**config.mk**
```make
export PLATFORM = sky130hd
export DESIGN_NAME = nearest_open_position_table_unit
export DESIGN_NICKNAME = d
export VERILOG_FILES = /design/src/nopt_pkg.sv /design/src/nopt_ctrl.sv /design/src/nopt_datapath.sv /design/src/nearest_open_position_table_unit.sv
export SDC_FILE = /design/constraint.sdc
export NUM_CORES = 2
export LEC_CHECK = 0
export BUFFER_PORTS_ARGS = -buffer_cell sky130_fd_sc_hd__buf_2
export CORE_ASPECT_RATIO = 1.1
export CORE_UTILIZATION = 55
export DETAILED_ROUTE_END_ITERATION = 6
export PLACE_DENSITY = 0.8
export SETUP_SLACK_MARGIN = 0.5
export SLEW_MARGIN = 5
export SYNTH_ARGS = -nofsm -noshare
export SYNTH_HDL_FRONTEND = slang
export SYNTH_SLANG_ARGS = --single-unit
export TNS_END_PERCENT = 30
```
**constraint.sdc**
```tcl
create_clock -name clk -period 8.9 [get_ports clk]
set_input_delay 0.89 -clock clk [delete_from_list [all_inputs] [get_ports clk]]
set_output_delay 0.89 -clock clk [all_outputs]
set_load 0.05 [all_outputs]
```
**src/nopt_pkg.sv**
```systemverilog
package nopt_pkg;

  localparam int NOPT_DEPTH = 64;
  localparam int POS_W      = 40;

  localparam logic [1:0] MODE_OPEN  = 2'd0;
  localparam logic [1:0] MODE_CLOSE = 2'd1;
  localparam logic [1:0] MODE_QUERY = 2'd2;

  localparam logic [1:0] ST_DONE  = 2'd0;
  localparam logic [1:0] ST_FULL  = 2'd1;
  localparam logic [1:0] ST_FOUND = 2'd2;
  localparam logic [1:0] ST_NONE  = 2'd3;

  // Commands from the controller to the datapath.
  typedef struct packed {
    logic clr_wr;  // clear the valid bit at the slot address
    logic load;    // capture the item, reset the scan results
    logic rd;      // read the slot at the slot address
    logic commit;  // apply the update, load the result register
  } cmd_t;

endpackage

```
**src/nopt_ctrl.sv**
```systemverilog
module nopt_ctrl import nopt_pkg::*; #(
  parameter int DEPTH = NOPT_DEPTH,
  localparam int IW = $clog2(DEPTH)
) (
  input  logic          clk,
  input  logic          rst,
  input  logic          in_valid,
  output logic          in_ready,
  output logic          out_valid,
  input  logic          out_ready,
  output cmd_t          cmd,
  output logic [IW-1:0] addr
);

  localparam logic [2:0] S_CLEAR  = 3'd0;
  localparam logic [2:0] S_IDLE   = 3'd1;
  localparam logic [2:0] S_SCAN   = 3'd2;
  localparam logic [2:0] S_DRAIN  = 3'd3;
  localparam logic [2:0] S_FINISH = 3'd4;

  localparam logic [IW-1:0] LAST = IW'(DEPTH - 1);

  logic [2:0]    state, state_next;
  logic [IW-1:0] cnt, cnt_next;
  logic          out_valid_next;

  assign addr     = cnt;
  assign in_ready = (state == S_IDLE);

  always_comb begin
    state_next     = state;
    cnt_next       = cnt;
    cmd            = '0;
    out_valid_next = out_valid && !out_ready;
    case (state)
      S_CLEAR: begin
        cmd.clr_wr = 1'b1;
        cnt_next   = cnt + 1'b1;
        if (cnt == LAST) begin
          state_next = S_IDLE;
        end
      end
      S_IDLE: begin
        cnt_next = '0;
        if (in_valid) begin
          cmd.load   = 1'b1;
          state_next = S_SCAN;
        end
      end
      S_SCAN: begin
        cmd.rd   = 1'b1;
        cnt_next = cnt + 1'b1;
        if (cnt == LAST) begin
          state_next = S_DRAIN;
        end
      end
      S_DRAIN: begin
        state_next = S_FINISH;
      end
      S_FINISH: begin
        // hold until the result register is free
        if (!out_valid || out_ready) begin
          cmd.commit     = 1'b1;
          out_valid_next = 1'b1;
          state_next     = S_IDLE;
        end
      end
      default: begin
        state_next = S_IDLE;
      end
    endcase
  end

  always_ff @(posedge clk) begin
    if (rst) begin
      state     <= S_CLEAR;
      cnt       <= '0;
      out_valid <= 1'b0;
    end else begin
      state     <= state_next;
      cnt       <= cnt_next;
      out_valid <= out_valid_next;
    end
  end

  a_commit_free: assert property (@(posedge clk) disable iff (rst)
    cmd.commit |-> (!out_valid || out_ready))
    else $error("result overwritten before transfer");

  a_scan_end: assert property (@(posedge clk) disable iff (rst)
    (state == S_SCAN && cnt == LAST) |=> state == S_DRAIN)
    else $error("scan did not end after the last slot");

  a_result_src: assert property (@(posedge clk) disable iff (rst)
    $rose(out_valid) |-> $past(state) == S_FINISH)
    else $error("result raised outside finish");

endmodule

```
**src/nopt_datapath.sv**
```systemverilog
module nopt_datapath import nopt_pkg::*; #(
  parameter int DEPTH = NOPT_DEPTH,
  localparam int IW = $clog2(DEPTH)
) (
  input  logic             clk,
  input  logic             rst,
  input  cmd_t             cmd,
  input  logic [IW-1:0]    addr,
  input  logic [1:0]       mode,
  input  logic [POS_W-1:0] position,
  output logic [1:0]       status,
  output logic [POS_W-1:0] nearest
);

  logic             valid_mem [DEPTH];
  logic [POS_W-1:0] pos_mem   [DEPTH];

  logic [1:0]       mode_q;
  logic [POS_W-1:0] pos_q;
  logic             rd_pend;
  logic [IW-1:0]    rd_idx;
  logic             vld_rd;
  logic [POS_W-1:0] pos_rd;

  logic             hit, free_ok, have_lo, have_hi;
  logic [IW-1:0]    hit_idx, free_idx;
  logic [POS_W-1:0] lo, hi;

  logic             ge;
  logic [POS_W-1:0] d_hi, d_lo;
  logic             wr_vld, wr_vld_data, wr_pos;
  logic [IW-1:0]    wr_addr;
  logic [1:0]       status_next;
  logic [POS_W-1:0] nearest_next;

  assign ge   = (pos_rd >= pos_q);
  assign d_hi = hi - pos_q;
  assign d_lo = pos_q - lo;

  // Resolve the operation from the scan results.
  always_comb begin
    wr_vld       = 1'b0;
    wr_vld_data  = 1'b0;
    wr_pos       = 1'b0;
    wr_addr      = free_idx;
    status_next  = ST_DONE;
    nearest_next = '0;
    case (mode_q)
      MODE_OPEN: begin
        if (!hit) begin
          if (free_ok) begin
            wr_vld      = 1'b1;
            wr_vld_data = 1'b1;
            wr_pos      = 1'b1;
          end else begin
            status_next = ST_FULL;
          end
        end
      end
      MODE_CLOSE: begin
        wr_addr = hit_idx;
        wr_vld  = hit;
      end
      MODE_QUERY: begin
        if (!have_lo && !have_hi) begin
          status_next = ST_NONE;
        end else begin
          status_next = ST_FOUND;
          if (!have_lo) begin
            nearest_next = hi;
          end else if (!have_hi) begin
            nearest_next = lo;
          end else begin
            nearest_next = (d_hi > d_lo) ? lo : hi;
          end
        end
      end
      default: begin
        status_next = ST_DONE;
      end
    endcase
  end

  // Slot memories.
  always_ff @(posedge clk) begin
    if (cmd.clr_wr) begin
      valid_mem[addr] <= 1'b0;
    end else if (cmd.commit && wr_vld) begin
      valid_mem[wr_addr] <= wr_vld_data;
    end
    if (cmd.commit && wr_pos) begin
      pos_mem[wr_addr] <= pos_q;
    end
    if (cmd.rd) begin
      vld_rd <= valid_mem[addr];
      pos_rd <= pos_mem[addr];
    end
  end

  // Scan accumulators.
  always_ff @(posedge clk) begin
    if (rst) begin
      rd_pend <= 1'b0;
      hit     <= 1'b0;
      free_ok <= 1'b0;
      have_lo <= 1'b0;
      have_hi <= 1'b0;
    end else begin
      rd_pend <= cmd.rd;
      if (cmd.load) begin
        hit     <= 1'b0;
        free_ok <= 1'b0;
        have_lo <= 1'b0;
        have_hi <= 1'b0;
      end else if (rd_pend) begin
        if (vld_rd) begin
          if (pos_rd == pos_q && !hit) begin
            hit <= 1'b1;
          end
          if (ge && (!have_hi || pos_rd < hi)) begin
            have_hi <= 1'b1;
          end
          if (!ge && (!have_lo || pos_rd > lo)) begin
            have_lo <= 1'b1;
          end
        end else if (!free_ok) begin
          free_ok <= 1'b1;
        end
      end
    end
  end

  always_ff @(posedge clk) begin
    if (cmd.rd) begin
      rd_idx <= addr;
    end
    if (cmd.load) begin
      mode_q <= mode;
      pos_q  <= position;
    end else if (rd_pend) begin
      if (vld_rd) begin
        if (pos_rd == pos_q && !hit) begin
          hit_idx <= rd_idx;
        end
        if (ge && (!have_hi || pos_rd < hi)) begin
          hi <= pos_rd;
        end
        if (!ge && (!have_lo || pos_rd > lo)) begin
          lo <= pos_rd;
        end
      end else if (!free_ok) begin
        free_idx <= rd_idx;
      end
    end
    if (cmd.commit) begin
      status  <= status_next;
      nearest <= nearest_next;
    end
  end

  a_lo_below: assert property (@(posedge clk) disable iff (rst)
    have_lo |-> lo < pos_q)
    else $error("predecessor not below the asked position");

  a_hi_above: assert property (@(posedge clk) disable iff (rst)
    have_hi |-> hi >= pos_q)
    else $error("successor below the asked position");

  a_hit_hi: assert property (@(posedge clk) disable iff (rst)
    hit |-> have_hi)
    else $error("match found without a successor");

endmodule

```
**src/nearest_open_position_table_unit.sv**
```systemverilog
// Each item scans every slot once through the single read port of the slot
//   memory; a new item is taken only after the last one is committed.
// The result register frees the input side while a result waits.
// Reset: synchronous, active high; a clearing pass then sweeps the valid
//   bits, with in_ready low until it is done.
module nearest_open_position_table_unit import nopt_pkg::*; #(
  parameter int DEPTH = NOPT_DEPTH
) (
  input  logic             clk,
  input  logic             rst,
  input  logic             in_valid,
  output logic             in_ready,
  input  logic [1:0]       mode,
  input  logic [POS_W-1:0] position,
  output logic             out_valid,
  input  logic             out_ready,
  output logic [1:0]       status,
  output logic [POS_W-1:0] nearest
);

  localparam int IW = $clog2(DEPTH);

  cmd_t          cmd;
  logic [IW-1:0] addr;

  // Sequence clear, scan, drain and commit; own both handshakes.
  nopt_ctrl #(
    .DEPTH(DEPTH)
  ) u_ctrl (
    .clk      (clk),
    .rst      (rst),
    .in_valid (in_valid),
    .in_ready (in_ready),
    .out_valid(out_valid),
    .out_ready(out_ready),
    .cmd      (cmd),
    .addr     (addr)
  );

  // Hold the slot memories, track duplicate, free slot and the nearest
  // candidates on each side during the scan, then register the result.
  nopt_datapath #(
    .DEPTH(DEPTH)
  ) u_datapath (
    .clk     (clk),
    .rst     (rst),
    .cmd     (cmd),
    .addr    (addr),
    .mode    (mode),
    .position(position),
    .status  (status),
    .nearest (nearest)
  );

endmodule
```
* After elaboration in Yosys (flattened, before gate mapping) *
Memory sizes are Yosys's and may differ from the RTL's. A register that Yosys moved wholly into a read port is not among the register bits.
Cells that the tools add are included.
Widths: inputs -> output; s select.

cells by class
  add/sub/neg operators = 3
  multiply operators = 0
  divide/modulo/power cells = 0
  magnitude comparators = 4
  equality and inequality tests = 12
  shift operators = 0
  multiplexer cells = 36
  bitwise operators = 4
  reduce and logical (&&, ||, !) cells = 32

operators with widths
  kind                 count
  $mux 40              3
  $gt 40x40->1         2
  $sub 40x40->40       2
  $eq 40x40->1         1
  $ge 40x40->1         1
  $lt 40x40->1         1
  $mux 1               22
  $reduce_and 4->1     5
  $pmux 3 s5           1
  $mux 3               4
  $mux 6               2
  $pmux 6 s2           1
  $reduce_and 3->1     3
  $logic_and 1x1->1    7
  $add 6x1->6 const B  1
  $eq 3x2->1 const B   2
  $eq 6x6->1 const B   1
  $logic_not 1->1      6
  $ne 2x1->1 const B   3
  $reduce_or 2->1      3
  $not 1->1            4
  $pmux 2 s2           1
  $eq 3x1->1 const B   1
  $eq 3x3->1 const B   1
  11 further kinds     13

storage, ports and cells
  bits in registers = 197
  latch bits = 0
  memory bits (writable) = 2624
  memory bits (read-only) = 0
  bits of input ports = 46
  output and inout port bits = 44
  logic and storage cells = 110
  memories = 2

memories
  name                  depth  bits a word  read ports  clocked after Yosys merged registers in  write ports  line                 source
  u_datapath.pos_mem    64     40           1           1                                        1            nopt_datapath.sv:16  logic [POS_W-1:0] pos_mem [DEPTH];
  u_datapath.valid_mem  64     1            1           1                                        1            nopt_datapath.sv:15  logic valid_mem [DEPTH];

* Longest topological paths before layout *
  depth in word-level cells = 10
  mapped depth = 24
  mapped depth without buffers = 23

* By module *
A second synthesis with hierarchy kept.

unflattened totals
  cell total of the unflattened synthesis = 5384
  area, all modules = 116031.3 µm²

by module, submodules not included
  module         times used  cells each  area each (µm²)  sequential area each (µm²)
  nopt_datapath  1           5323        115519.5         85592.1
  nopt_ctrl      1           61          511.7            200.2

* Worst setup path after synthesis *
OpenSTA, ideal clock, no wires.

  path type = register to register
  start = register u_datapath.pos_q[29]
  end = register u_datapath.lo[0], enable pin
  library setup time = 0.538 ns
  data arrival time = 6.898 ns
  data required time = 8.362 ns
  path slack = 1.464 ns
  stages on the path, launching flop included = 12
  buffers on the path = 0
  period minus slack after synthesis = 7.436 ns
  cell sequence = edfxtp_1 inv_1 ha_1 a21o_1 a21o_1 a21oi_1 o21ai_0 a221oi_1 o22ai_1 a211oi_1 a21boi_0 nor4bb_1

between the ends
  cells in the longest elaborated chain, start to end = 4

RTL lines
  element                     line                  source
  from (decl)                 nopt_datapath.sv:19   logic [POS_W-1:0] pos_q;
  from (signal assigned)      nopt_datapath.sv:139  pos_q <= position;
  $ge 40x40->1                nopt_datapath.sv:36   assign ge = (pos_rd >= pos_q);
  $logic_not 1->1             nopt_datapath.sv:148  if (!ge && (!have_lo || pos_rd > lo)) begin
  $logic_and 1x1->1           nopt_datapath.sv:148
  $reduce_and 4->1 (no line)  -
  to (signal assigned)        nopt_datapath.sv:149  lo <= pos_rd;
  to (decl)                   nopt_datapath.sv:27   logic [POS_W-1:0] lo, hi;

No other way between the ends.
A chain may end at the register's enable or synchronous reset.

* Final worst setup path *
  start = register u_datapath.pos_q[6]
  end = register u_datapath.nearest[6] (data pin)

between the ends
  cells in the longest elaborated chain, start to end = 5
  elaborated cells on any way between the ends = 6
  classes of those cells = 2 x add/sub; 1 x order compare; 3 x mux

RTL lines
  element                            line                                      source
  $sub 40x40->40 (on tied branches)  nopt_datapath.sv:37, nopt_datapath.sv:38
  $gt 40x40->1 (*)                   nopt_datapath.sv:74                       nearest_next = (d_hi > d_lo) ? lo : hi;
  $mux 40 (*)                        nopt_datapath.sv:74
  $mux 40 (*)                        nopt_datapath.sv:71                       end else if (!have_hi) begin
  $mux 40 (*)                        nopt_datapath.sv:69                       if (!have_lo) begin
  to (signal assigned)               nopt_datapath.sv:157                      nearest <= nearest_next;
  to (decl)                          nopt_datapath.sv:12                       output logic [POS_W-1:0] nearest

Every way passes the cells marked *; elsewhere a longest branch is shown, timed or not.

==> flow_metrics.env <==
export IMPL_drt_wl_total_um=351000
export IMPL_synth_top_cells_by_area="edfxtp_1, mux4_2, ha_1"
export IMPL_gp_congestion=0.912
export IMPL_worst_slew_pin_transition_ps=1230
export IMPL_start_kind="flop"
export IMPL_io_buffers=89
export IMPL_synth_top_family_by_area="multiplexers"
export IMPL_syn_area_um2=116000
export IMPL_start_util=0.555
export IMPL_p_leak_uw=0.0411
export IMPL_final_common_cell="edfxtp_1"
export IMPL_drv_cap=0
export IMPL_worstSkewPairLatency_ps=960
export IMPL_grt_pass1_vias=63400
export IMPL_worst_hold_path_type="in -> reg"
export IMPL_fin_skew_ps=75.6
export IMPL_syn_area_per_cell_um2=21.2
export IMPL_critPathTopFamily="compound AO/OA/AOI/OAI gates"
export IMPL_cpMaxStageDelayCell="a21oi_4"
export IMPL_post_cts_repair_setup_buffers=0
export IMPL_die_h_um=484
export IMPL_drt_first_pass_iters=7
export IMPL_violations="design-rule violations"
export IMPL_status="finished with violations"
export IMPL_synthAdderAreaFrac=0.0260
export IMPL_drt_iter0_markers=11600
export IMPL_num_vias=63400
export IMPL_synth_mux_area_frac=0.171
export IMPL_cts_path_max_buffers=4
export IMPL_irDropWorstVdd_mv=0.234
export IMPL_max_freq_mhz=141
export IMPL_arrival_ps=7740
export IMPL_final_setup_viol_count=0
export IMPL_rows=176
export IMPL_clockRootBuffer="clkbuf_16"
export IMPL_layout_nets=6060
export IMPL_synth_nets=5764
export IMPL_die_x_um=440
export IMPL_synth_edff_count=2847
export IMPL_drc=2
export IMPL_ys_warn_count=0
export IMPL_crit_type="reg -> reg"
export IMPL_h_tree_depth=5
export IMPL_path_cells="buf_4, ha_1, a21oi_1, o22ai_1, a2111oi_0, o21ai_0, nand2_1, o31ai_1, a311oi_1, a21o_1, a211oi_1, ha_1, nand4_1, nor4_1, nand2_1, o21bai_1, a21oi_4, buf_4, mux2i_1, nor2_1"
export IMPL_critPathMaxFanout=66
export IMPL_ys_seq_area_frac=0.739
export IMPL_grt_max_degree=140
export IMPL_yosysTopAreaCell="edfxtp_1"
export IMPL_total_power_uw=27700
export IMPL_ant_nets=0
export IMPL_ctsResizeCount=0
export IMPL_synth_top_area_share=0.736
export IMPL_drive_gt1_frac=0.264
export IMPL_synthDistinctLibCells=73
export IMPL_clk_pin_slew_worst_paths_ps=60
export IMPL_via_per_inst=7.26
export IMPL_grt_pass1_wl_um=487000
export IMPL_slowest_delay_ps=910
export IMPL_slew_viol_final=0
export IMPL_area_delta_synth_final_pct=11.6
export IMPL_core_area_um2=209000
export IMPL_worstPathRequired_ps=9540
export IMPL_syn_inst=5478
export IMPL_fin_setup_tns_ps=0
export IMPL_power_density_nw_per_um2=213
export IMPL_tritoncts="yes"
export IMPL_cp_num_buf_inv=2
export IMPL_ys_ff_latch=2862
export IMPL_io_pins=90
export IMPL_crit_path_end_kind="flop"
export IMPL_grt_antenna_before_repair=31
export IMPL_hold_buffers=0
export IMPL_dp_hpwl_um=179000
export IMPL_cts_buffers=282
export IMPL_synth_compound_area_frac=0.0236
export IMPL_post_route_min_period_ps=7100
export IMPL_track_usage=0.331
export IMPL_synth_simple_gate_area_share=0.0226
export IMPL_ys_async_sr_fraction=0
export IMPL_rsz0062_at_grt="no"
export IMPL_clock_sinks=2862
export IMPL_hold_viol=0
export IMPL_wl_per_cell_um=40.2
export IMPL_layout_common_cells="edfxtp_1, mux4_2, clkbuf_16, ha_1, nor2_1"
export IMPL_slew_headroom=0.183
export IMPL_period_share=0.798
export IMPL_synth_xor_xnor_area_share=0.00528
export IMPL_dieArea_um2=213000
export IMPL_grt_ovfl_total=0
export IMPL_synth_flop_cell="edfxtp_1"
routing by layer:
| layer | wire (um) | share of wire | global-route usage |
|---|---|---|---|
| met5 | 138 | 0.00039 | 0 |
| met4 | 25500 | 0.073 | 0.204 |
| met3 | 45600 | 0.13 | 0.0802 |
| met2 | 166000 | 0.47 | 0.519 |
| met1 | 113000 | 0.32 | 0.421 |
area by class of cell:
cell class | count | area [um^2]
clock inverter | 147 | 1330
tap | 2759 | 3450
antenna | 11 | 27.5
multi-input combinational | 2241 | 29400
clock buffer | 328 | 7380
sequential | 2862 | 85800
timing repair buffer | 238 | 1710
inverter | 149 | 559
fill | 13100 | 79800
power by group:
part / switching [uW] / internal, uW / total, uW / leakage, uW
Sequential: 23.7 / 14600 / 14600 / 0.0258
Clock: 5210 / 6600 / 11800 / 0.00425
Combinational: 628 / 612 / 1240 / 0.0111
cell families after synthesis:
family                     after synthesis
muxes                                  929
and+or+nand+nor                        570
DFF                                   2862
AOI/OAI and AO/OA                      432
buffers and inverters                  375
adders and majority gates              240
xor gates and xnor gates                70
registers in the layout, indices dropped and copies added (netlist names), 40 cells and up:
| signal | count |
|---|---|
| u_datapath.hi | 40 |
| u_datapath.nearest | 40 |
| u_datapath.pos_q | 40 |
| u_datapath.lo | 40 |
| u_datapath.pos_mem | 2560 |
| u_datapath.valid_mem | 64 |
| u_datapath.pos_rd | 40 |
worst paths after layout:
path | startpoint | end | slack, ps | cells past startpoint
worst max register to register | u_datapath.pos_q[6] | u_datapath.nearest[6] | 1800 | 20
worst min register to register | u_datapath.rd_idx[2] | u_datapath.hit_idx[2] | 440 | 0
worst min-delay path | position[39] | u_datapath.pos_q[39] | 110 | 1
worst max-delay path | u_datapath.pos_q[6] | u_datapath.nearest[6] | 1800 | 20
stage by stage:
stage               area, um^2  cells   util  hold slack [ps]  worst slack (ps)
floorplan               116000   5478      -              403              1460
global placement        121000   8249  0.577              422              2010
detailed placement      121000   8249  0.577              441              1930
CTS                     130000   8724  0.619             60.1              1880
global route            130000   8733  0.619             92.7              1350
finish                  130000   8735  0.619              106              1800
synthesized netlist by cell type (all sizes together) (3+ instances only):
cell type / count
a221oi: 4
o22ai: 6
and2: 10
and3: 12
nor2b: 27
ha: 238
o21bai: 13
a21boi: 6
nand2b: 15
mux2i: 67
o21ai: 96
a21o: 95
nor3: 24
nor2: 242
clkbuf: 128
a21oi: 124
o2111ai: 3
o21a: 26
o211ai: 3
or3: 4
or4: 4
xnor2: 41
nor3b: 3
or2: 5
buf: 98
nor4: 6
nand3b: 3
nand2: 122
a31o: 3
inv: 149
mux2: 22
edfxtp: 2847
nand3: 36
a211oi: 10
o31ai: 7
o41ai: 3
xor2: 29
nand4: 47
mux4: 840
a31oi: 11
dfxtp: 15
and4: 4
a311oi: 3
No activity file was read; power rests on OpenSTA's default activity.
